--- config.mk ---
export PLATFORM = sky130hd
export DESIGN_NAME = wire_field_serializer
export DESIGN_NICKNAME = d
export VERILOG_FILES = /design/src/sv/wfs_pkg.sv /design/src/sv/wire_field_serializer.sv
export SDC_FILE = /design/constraint.sdc
export NUM_CORES = 1
export LEC_CHECK = 0
export BUFFER_PORTS_ARGS = -buffer_cell sky130_fd_sc_hd__buf_2
export CORE_MARGIN = 2
export CORE_UTILIZATION = 47
export CTS_CLUSTER_SIZE = 28
export DETAILED_ROUTE_END_ITERATION = 10
export PLACE_DENSITY = 0.68
export RECOVER_POWER = 100
export SYNTH_ARGS = -nofsm -noshare
export SYNTH_HDL_FRONTEND = slang
export SYNTH_SLANG_ARGS = --single-unit
--- constraint.sdc ---
create_clock -name clk -period 7.36 [get_ports clk]
set_clock_uncertainty 0.2 [all_clocks]
set_input_delay 1.472 -clock clk [delete_from_list [all_inputs] [get_ports clk]]
set_output_delay 1.472 -clock clk [all_outputs]
set_load 0.05 [all_outputs]
--- src/sv/wfs_pkg.sv ---
// Package for the wire field serialiser: operation codes and the packed
// transaction types of the request and response channels. No dependencies.
`timescale 1ns / 1ps
`default_nettype none

package wfs_pkg;

  localparam logic [3:0] OP_I8       = 4'd0;
  localparam logic [3:0] OP_I16      = 4'd1;
  localparam logic [3:0] OP_I32      = 4'd2;
  localparam logic [3:0] OP_I64      = 4'd3;
  localparam logic [3:0] OP_SVARINT  = 4'd4;
  localparam logic [3:0] OP_UVARINT  = 4'd5;
  localparam logic [3:0] OP_ARRLEN   = 4'd6;
  localparam logic [3:0] OP_BYTES    = 4'd7;
  localparam logic [3:0] OP_VARBYTES = 4'd8;
  localparam logic [3:0] OP_STR      = 4'd9;
  localparam logic [3:0] OP_NULLSTR  = 4'd10;
  localparam logic [3:0] OP_NULLARR  = 4'd11;
  localparam logic [3:0] OP_TAGS     = 4'd12;
  localparam logic [3:0] OP_RAW      = 4'd13;

  typedef struct packed {
    logic [3:0]         operation;
    logic signed [63:0] value;
    logic [30:0]        length;
  } req_t;

  typedef struct packed {
    logic [7:0] out_byte;
    logic       last;
  } rsp_t;

endpackage

`default_nettype wire

--- src/sv/wire_field_serializer.sv ---
// Top level of the wire field serialiser: one shift register and a small
// sequencer emit the encoded bytes of a field. Depends on wfs_pkg.
`timescale 1ns / 1ps
`default_nettype none

// Usage:
// A request transaction (operation, value, length) is accepted when
// req_valid is high and req_stall is low. The block then emits the field's
// wire bytes as response transactions on rsp, one byte per cycle while the
// receiver does not stall, with last set on the final byte. Fixed-width
// integers go out most significant byte first; varints go out as LEB128
// groups, least significant first.
// On acceptance the field is loaded into the shared shift register, and the
// output byte register is loaded from it. An item of N bytes (one to ten)
// occupies the shift register until all its bytes are out; req_stall is
// high until the last byte has been loaded into the output register, so a
// new request may be taken while that final byte still waits. Requests
// that produce no bytes (unused codes, tagged fields in fixed mode) are
// taken without leaving the idle state.
// When the receiver raises rsp_stall, the output register holds its byte
// and the shifter pauses. The mode register is written with cfg_write and
// cfg_data; the user must write it only while idle, unchecked by the block.
// Synchronous reset clears the mode to fixed format and empties the block.
module wire_field_serializer import wfs_pkg::*; (
  input  wire logic clk,
  input  wire logic rst,
  input  wire logic cfg_write,
  input  wire logic cfg_data,
  input  wire logic req_valid,
  output logic      req_stall,
  input  wire req_t req,
  output logic      rsp_valid,
  input  wire logic rsp_stall,
  output rsp_t      rsp
);

  localparam logic ST_IDLE = 1'b0;
  localparam logic ST_EMIT = 1'b1;

  logic        state;
  logic        flexible_mode;
  logic [63:0] work;
  logic        is_var;
  logic [3:0]  count;

  logic [63:0] word_next;
  logic        is_var_next;
  logic        none_next;
  logic [3:0]  count_next;
  logic [31:0] len32;
  logic [31:0] len_inc;
  logic [63:0] zig;
  logic [7:0]  byte_next;
  logic        last_next;
  logic        advance;

  assign len32   = {1'b0, req.length};
  assign len_inc = len32 + 32'd1;
  assign zig     = {req.value[62:0], 1'b0} ^ {64{req.value[63]}};

  always_comb begin
    word_next   = '0;
    is_var_next = 1'b0;
    none_next   = 1'b0;
    count_next  = 4'd1;
    case (req.operation)
      OP_I8: begin
        word_next = {req.value[7:0], 56'd0};
      end
      OP_I16: begin
        word_next  = {req.value[15:0], 48'd0};
        count_next = 4'd2;
      end
      OP_I32: begin
        word_next  = {req.value[31:0], 32'd0};
        count_next = 4'd4;
      end
      OP_I64: begin
        word_next  = req.value;
        count_next = 4'd8;
      end
      OP_SVARINT: begin
        word_next   = zig;
        is_var_next = 1'b1;
      end
      OP_UVARINT: begin
        word_next   = req.value;
        is_var_next = 1'b1;
      end
      OP_ARRLEN, OP_BYTES: begin
        if (flexible_mode) begin
          word_next   = {32'd0, len_inc};
          is_var_next = 1'b1;
        end else begin
          word_next  = (req.operation == OP_BYTES && len32 == 32'd0) ?
                       {32'hFFFF_FFFF, 32'd0} : {len32, 32'd0};
          count_next = 4'd4;
        end
      end
      OP_VARBYTES: begin
        word_next   = (len32 == 32'd0) ? 64'd1 : {32'd0, req.length, 1'b0};
        is_var_next = 1'b1;
      end
      OP_STR, OP_NULLSTR: begin
        if (req.operation == OP_NULLSTR && len32 == 32'd0) begin
          if (flexible_mode) begin
            word_next   = '0;
            is_var_next = 1'b1;
          end else begin
            word_next  = {16'hFFFF, 48'd0};
            count_next = 4'd2;
          end
        end else if (flexible_mode) begin
          word_next   = {32'd0, len_inc};
          is_var_next = 1'b1;
        end else begin
          word_next  = {len32[15:0], 48'd0};
          count_next = 4'd2;
        end
      end
      OP_NULLARR: begin
        if (len32 == 32'd0) begin
          if (flexible_mode) begin
            word_next   = '0;
            is_var_next = 1'b1;
          end else begin
            word_next  = {32'hFFFF_FFFF, 32'd0};
            count_next = 4'd4;
          end
        end else if (flexible_mode) begin
          word_next   = {32'd0, len_inc};
          is_var_next = 1'b1;
        end else begin
          word_next  = {len32, 32'd0};
          count_next = 4'd4;
        end
      end
      OP_TAGS: begin
        word_next   = '0;
        is_var_next = 1'b1;
        none_next   = !flexible_mode;
      end
      OP_RAW: begin
        word_next = {req.value[7:0], 56'd0};
      end
      default: begin
        none_next = 1'b1;
      end
    endcase
  end

  always_comb begin
    if (is_var) begin
      last_next = (work[63:7] == 57'd0);
      byte_next = {!last_next, work[6:0]};
    end else begin
      last_next = (count == 4'd1);
      byte_next = work[63:56];
    end
  end

  assign req_stall = (state != ST_IDLE);
  assign advance   = (state == ST_EMIT) && (!rsp_valid || !rsp_stall);

  always_ff @(posedge clk) begin
    if (rst) begin
      state         <= ST_IDLE;
      flexible_mode <= 1'b0;
      rsp_valid     <= 1'b0;
    end else begin
      if (cfg_write) begin
        flexible_mode <= cfg_data;
      end
      if (advance) begin
        rsp_valid <= 1'b1;
      end else if (!rsp_stall) begin
        rsp_valid <= 1'b0;
      end
      case (state)
        ST_IDLE: begin
          if (req_valid && !none_next) begin
            state <= ST_EMIT;
          end
        end
        ST_EMIT: begin
          if (advance && last_next) begin
            state <= ST_IDLE;
          end
        end
        default: begin
          state <= ST_IDLE;
        end
      endcase
    end
  end

  always_ff @(posedge clk) begin
    if (state == ST_IDLE && req_valid) begin
      work   <= word_next;
      is_var <= is_var_next;
      count  <= count_next;
    end else if (advance) begin
      rsp.out_byte <= byte_next;
      rsp.last     <= last_next;
      count        <= count - 4'd1;
      work         <= is_var ? {7'd0, work[63:7]} : {work[55:0], 8'd0};
    end
  end

endmodule

`default_nettype wire
==> results_tabular.tex <==
\begin{tabular}{lr}
\hline
Metric & Value \\
\hline
\multicolumn{2}{l}{\textbf{Run status}} \\
\quad Run status & finished with violations \\
\quad Violations in the final reports & capacitance limit, slew limit \\
\multicolumn{2}{l}{\textbf{Critical path}} \\
\quad Worst Reg-to-Reg Cells & 5 \\
\quad Max stage delay cell, worst path & sky130\_fd\_sc\_hd\_\_clkbuf\_1 \\
\quad R2R Path Start & is\_var \\
\quad Largest driver fanout on the critical path & $\sim$60 \\
\quad Worst EP required & between 7 and 8 ns \\
\quad Arrival time reported for the critical path endpoint & $\sim$5.3 ns \\
\quad Cells along the critical path & clkbuf\_1 -> nor2\_1 -> a222oi\_1 -> and3\_1 -> o221ai\_1 \\
\quad Max stage delay on crit path & about 2.8 ns \\
\quad Kind of end point of the critical path & flop \\
\quad Startpoint Class & flop \\
\quad Reg2reg end & work[62] \\
\quad Class of the most critical setup path & reg2reg \\
\quad Minimum setup slack among reg-to-reg paths & between 1.5 and 2 ns \\
\multicolumn{2}{l}{\textbf{Timing}} \\
\quad Count of endpoints failing setup in the final report & 0 \\
\quad Tcrit/Tclk final & 0.731 \\
\quad Count of final max-slew check failures & between 200 and 250 \\
\quad Final hold viol count & 0 \\
\quad Crit path time final & 5.38 ns \\
\quad Slew at the pin closest to its max-slew limit & 4.00 ns \\
\quad Slew Limit Headroom & -1.66 \\
\quad RSZ-0062 raised after global routing & false \\
\quad Max frequency & 186 MHz \\
\quad Setup TNS & 0 ns \\
\quad Post-layout worst setup margin & 1.98 ns \\
\multicolumn{2}{l}{\textbf{Routing}} \\
\quad Number of DRC violations after detailed routing & 0 \\
\quad Drt first-iter violations & about 1200 \\
\quad Ratio of routed vias to standard cells & roughly 7.2 \\
\quad Wire per inst & a little over 30 µm \\
\quad Via count & roughly 7500 \\
\quad Total length of routed wires & 32200 µm \\
\quad Antenna-violating nets left & 0 \\
\quad First drt pass iteration count & 7 \\
\multicolumn{2}{l}{\textbf{Final layout}} \\
\quad Count of fill cells added during filler insertion & between 1000 and 1500 \\
\quad Relative area change from synthesis to final layout & 11.1\% \\
\quad Register area & between 2000 and 2500 µm² \\
\quad Diode insertion count for antenna repair & 0 \\
\quad Fraction of final layout cells with drive strength greater than 1 & 0.186 \\
\quad Multi-input logic area & 4560 µm² \\
\quad Post-layout instance area & 8230 µm² \\
\quad Number of nets in the finished design & 936 \\
\multicolumn{2}{l}{\textbf{Global routing}} \\
\quad Met2 usage in global routing & 0.545 \\
\quad Fraction of met3 tracks used by global routing & 0.0826 \\
\quad Via count of the first global-routing pass & around 6700 \\
\quad Initial antenna violation count & 0 \\
\quad Total overflow reported by the global router & 0 \\
\quad Total track usage & 0.384 \\
\quad Pin count of the biggest net entering global routing & 69 \\
\quad Highest-utilization routing layer at the global route stage & met1 \\
\quad Met1 global-route usage & 0.585 \\
\quad Global-route wire length before repair & 46300 µm \\
\multicolumn{2}{l}{\textbf{Worst hold path}} \\
\quad Class of the worst hold path & reg2reg \\
\quad Terminating pin of the worst hold path & rsp\_valid \\
\quad Count of cells along the worst hold path & 2 \\
\quad Worst Min Path Start & rsp\_valid \\
\multicolumn{2}{l}{\textbf{Yosys}} \\
\quad Post-synthesis cell type with the largest combined area & sky130\_fd\_sc\_hd\_\_edfxtp\_1 \\
\quad Total nets after synthesis & slightly below 900 \\
\quad Flip-flop and latch count after synthesis & 81 \\
\quad Average size of a mapped cell & $\sim$9.6 µm² \\
\quad Sequential-to-total area share from yosys stat & 0.324 \\
\quad Number of library cell types mapped by synthesis & 68 \\
\quad Post-synth top cells & 78 x sky130\_fd\_sc\_hd\_\_edfxtp\_1, 70 x sky130\_fd\_sc\_hd\_\_xor2\_1, 49 x sky130\_fd\_sc\_hd\_\_mux2i\_1 \\
\quad Number of warnings reported in the yosys synthesis log & 0 \\
\quad Share of flip-flops with an asynchronous set or reset after synthesis & 0 \\
\quad Most common cell in the netlist & sky130\_fd\_sc\_hd\_\_edfxtp\_1 \\
\quad Leading register cell type out of synthesis & sky130\_fd\_sc\_hd\_\_edfxtp\_1 \\
\quad Cell area after technology mapping & 7410 µm² \\
\quad Cells after synthesis & 775 \\
\quad Biggest area contributors in the synthesized netlist & sky130\_fd\_sc\_hd\_\_edfxtp\_1 32\%, sky130\_fd\_sc\_hd\_\_xor2\_1 8.3\%, sky130\_fd\_sc\_hd\_\_mux2i\_1 6.6\% \\
\quad Number of synthesized flops with an enable pin & just under 80 \\
\quad Area share of the leading cell type in the synthesized netlist & 0.316 \\
\multicolumn{2}{l}{\textbf{CTS}} \\
\quad H-tree lvl count & 3 \\
\quad Clock tree from TritonCTS & built \\
\quad Buffers from clock root to sink, at most & 2 \\
\quad Cell at the root of the clock tree & sky130\_fd\_sc\_hd\_\_clkbuf\_16 \\
\quad Post-CTS repair timing setup buffer count & 0 \\
\quad Clock transition at the registers of the reported paths & roughly 0.06 ns \\
\quad Post-CTS resize count & 0 \\
\quad TritonCTS Sinks & 81 \\
\quad Clock latency reported for the late side of the worst-skew pair & approximately 0.34 ns \\
\quad Hold buffer count at CTS & 0 \\
\quad Total clock buffers created by CTS & 9 \\
\multicolumn{2}{l}{\textbf{Pwr}} \\
\quad Proportion of power drawn by the clock network & 0.282 \\
\quad Cell internal pwr & between 1000 and 1500 µW \\
\quad Proportion of power drawn by flip-flops and latches & 0.417 \\
\quad Power per Cell Area & between 200 and 250 nW/µm² \\
\quad Worst VDD drop & 139 µV \\
\quad Leakage power figure & approximately 0.0030 µW \\
\quad Switching share of total power & 0.344 \\
\quad P\_sw & 597 µW \\
\quad Combinational group share of total power & 0.301 \\
\multicolumn{2}{l}{\textbf{Floorplanning}} \\
\quad Overall die height & approximately 130 µm \\
\quad Number of rows in the core area & 45 \\
\quad Number of ports placed on the die boundary & approximately 120 \\
\quad Die width & approximately 130 µm \\
\quad Die Area & 16800 µm² \\
\quad Initial Util & 0.484 \\
\quad Core Region & roughly 15000 µm² \\
\multicolumn{2}{l}{\textbf{Placed design}} \\
\quad Instance area after placement & between 7000 and 8000 µm² \\
\quad Total of buffers placed on input and output ports & around 120 \\
\quad Estimated wirelength of the detail-placed design & approximately 25000 µm \\
\quad Post-Place Setup Slack & approximately 3.1 ns \\
\quad RD Place Congestion & slightly above 1 \\
\multicolumn{2}{l}{\textbf{Run}} \\
\quad Max Cap Violations & 5 \\
\hline
\end{tabular}
placed cells by master, fill, tap and decap left out, types with 8 or more instances in the layout:
master / netlist / final
sky130_fd_sc_hd__buf_2: 47 / 101
sky130_fd_sc_hd__edfxtp_1: 78 / 78
sky130_fd_sc_hd__xor2_1: 70 / 70
sky130_fd_sc_hd__mux2i_1: 49 / 49
sky130_fd_sc_hd__o21ai_0: 29 / 34
sky130_fd_sc_hd__nor2_1: 33 / 33
sky130_fd_sc_hd__nand2_1: 33 / 33
sky130_fd_sc_hd__a22oi_1: 33 / 33
sky130_fd_sc_hd__a222oi_1: 32 / 32
sky130_fd_sc_hd__a21oi_1: 25 / 26
sky130_fd_sc_hd__xnor2_1: 25 / 25
sky130_fd_sc_hd__o22ai_1: 24 / 24
sky130_fd_sc_hd__o22a_1: 23 / 23
sky130_fd_sc_hd__a221o_1: 19 / 19
sky130_fd_sc_hd__a211oi_1: 18 / 18
sky130_fd_sc_hd__clkbuf_1: 26 / 18
sky130_fd_sc_hd__nand4_1: 17 / 17
sky130_fd_sc_hd__nand3_1: 15 / 15
sky130_fd_sc_hd__nor4_1: 13 / 13
sky130_fd_sc_hd__a21o_1: 11 / 11
sky130_fd_sc_hd__a22o_1: 11 / 11
sky130_fd_sc_hd__buf_4: 3 / 10
sky130_fd_sc_hd__inv_1: 8 / 9
sky130_fd_sc_hd__and3_1: 9 / 9
sky130_fd_sc_hd__o221ai_1: 8 / 9
sky130_fd_sc_hd__clkbuf_16: 0 / 9
sky130_fd_sc_hd__a211o_1: 8 / 8
metrics by stage:
stage	hold slack [ns]	cells	power, µW	util
floorplan	0.346	775	1010	-
global placement	0.309	1027	1220	0.519
detailed placement	0.324	1027	1230	0.519
CTS	0.339	1043	1710	0.540
global route	0.362	1043	1790	0.537
finish	0.348	1043	1740	0.537
layout make-up:
class / count / share of cell area
Timing Repair Buffer: 127 / 0.0780
Tap cell: 211 / 0.0321
Multi-Input combinational cell: 599 / 0.555
Clock inverter: 2 / 0.00730
Clock buffer: 14 / 0.0321
Sequential cell: 81 / 0.292
Inverter: 9 / 0.00411
registers in the layout (all words and copies together) (netlist names):
register and flops:
is_var 1, count 4, work 64, flexible_mode 1, rsp 9, rsp_valid 1, req_stall 1
how the worst max path moves through the flow:
stage,startpoint,endpoint,slack (ns)
2_1_floorplan,rsp_stall,count[0],3.49
3_3_place_gp,req[26],work[32],3.25
3_5_place_dp,req_valid,work[62],3.14
4_1_cts,req_valid,work[62],3.49
5_1_grt,is_var,work[62],1.71
6_report,is_var,work[62],1.98
kinds of logic after synthesis:
family                     Yosys count  share of synthesized area
muxes                               58                     0.0799
buffers and inverters               95                     0.0606
AOI/OAI and AO/OA                  274                      0.285
DFF                                 81                      0.324
adders and majority gates            4                    0.00676
xor gates and xnor gates            95                      0.112
and+or+nand+nor                    168                      0.131
power by group through the flow:
| stage | sequential (µW) | clock [µW] | combinational, µW |
|---|---|---|---|
| floorplan | 697 | 0 | 315 |
| global placement | 722 | 0 | 501 |
| detailed placement | 724 | 0 | 502 |
| CTS | 716 | 488 | 505 |
| global route | 727 | 507 | 553 |
| finish | 723 | 489 | 523 |
routing by layer:
layer  part of all wire  vias to the layer above
li1                   -                     3205
met1               0.43                     3656
met2               0.42                      616
met3               0.13                       57
met4              0.027                        0
met5                  0                        -
critical path: cells and delay by family (launching register included):
family | cells | cell delay, ns
AOI/OAI and AO/OA | 2 | 0.67
buffers and inverters | 1 | 2.77
DFF | 1 | 0.32
and+or+nand+nor | 2 | 1.14
Note: power is estimated with default switching activity, not from simulation.
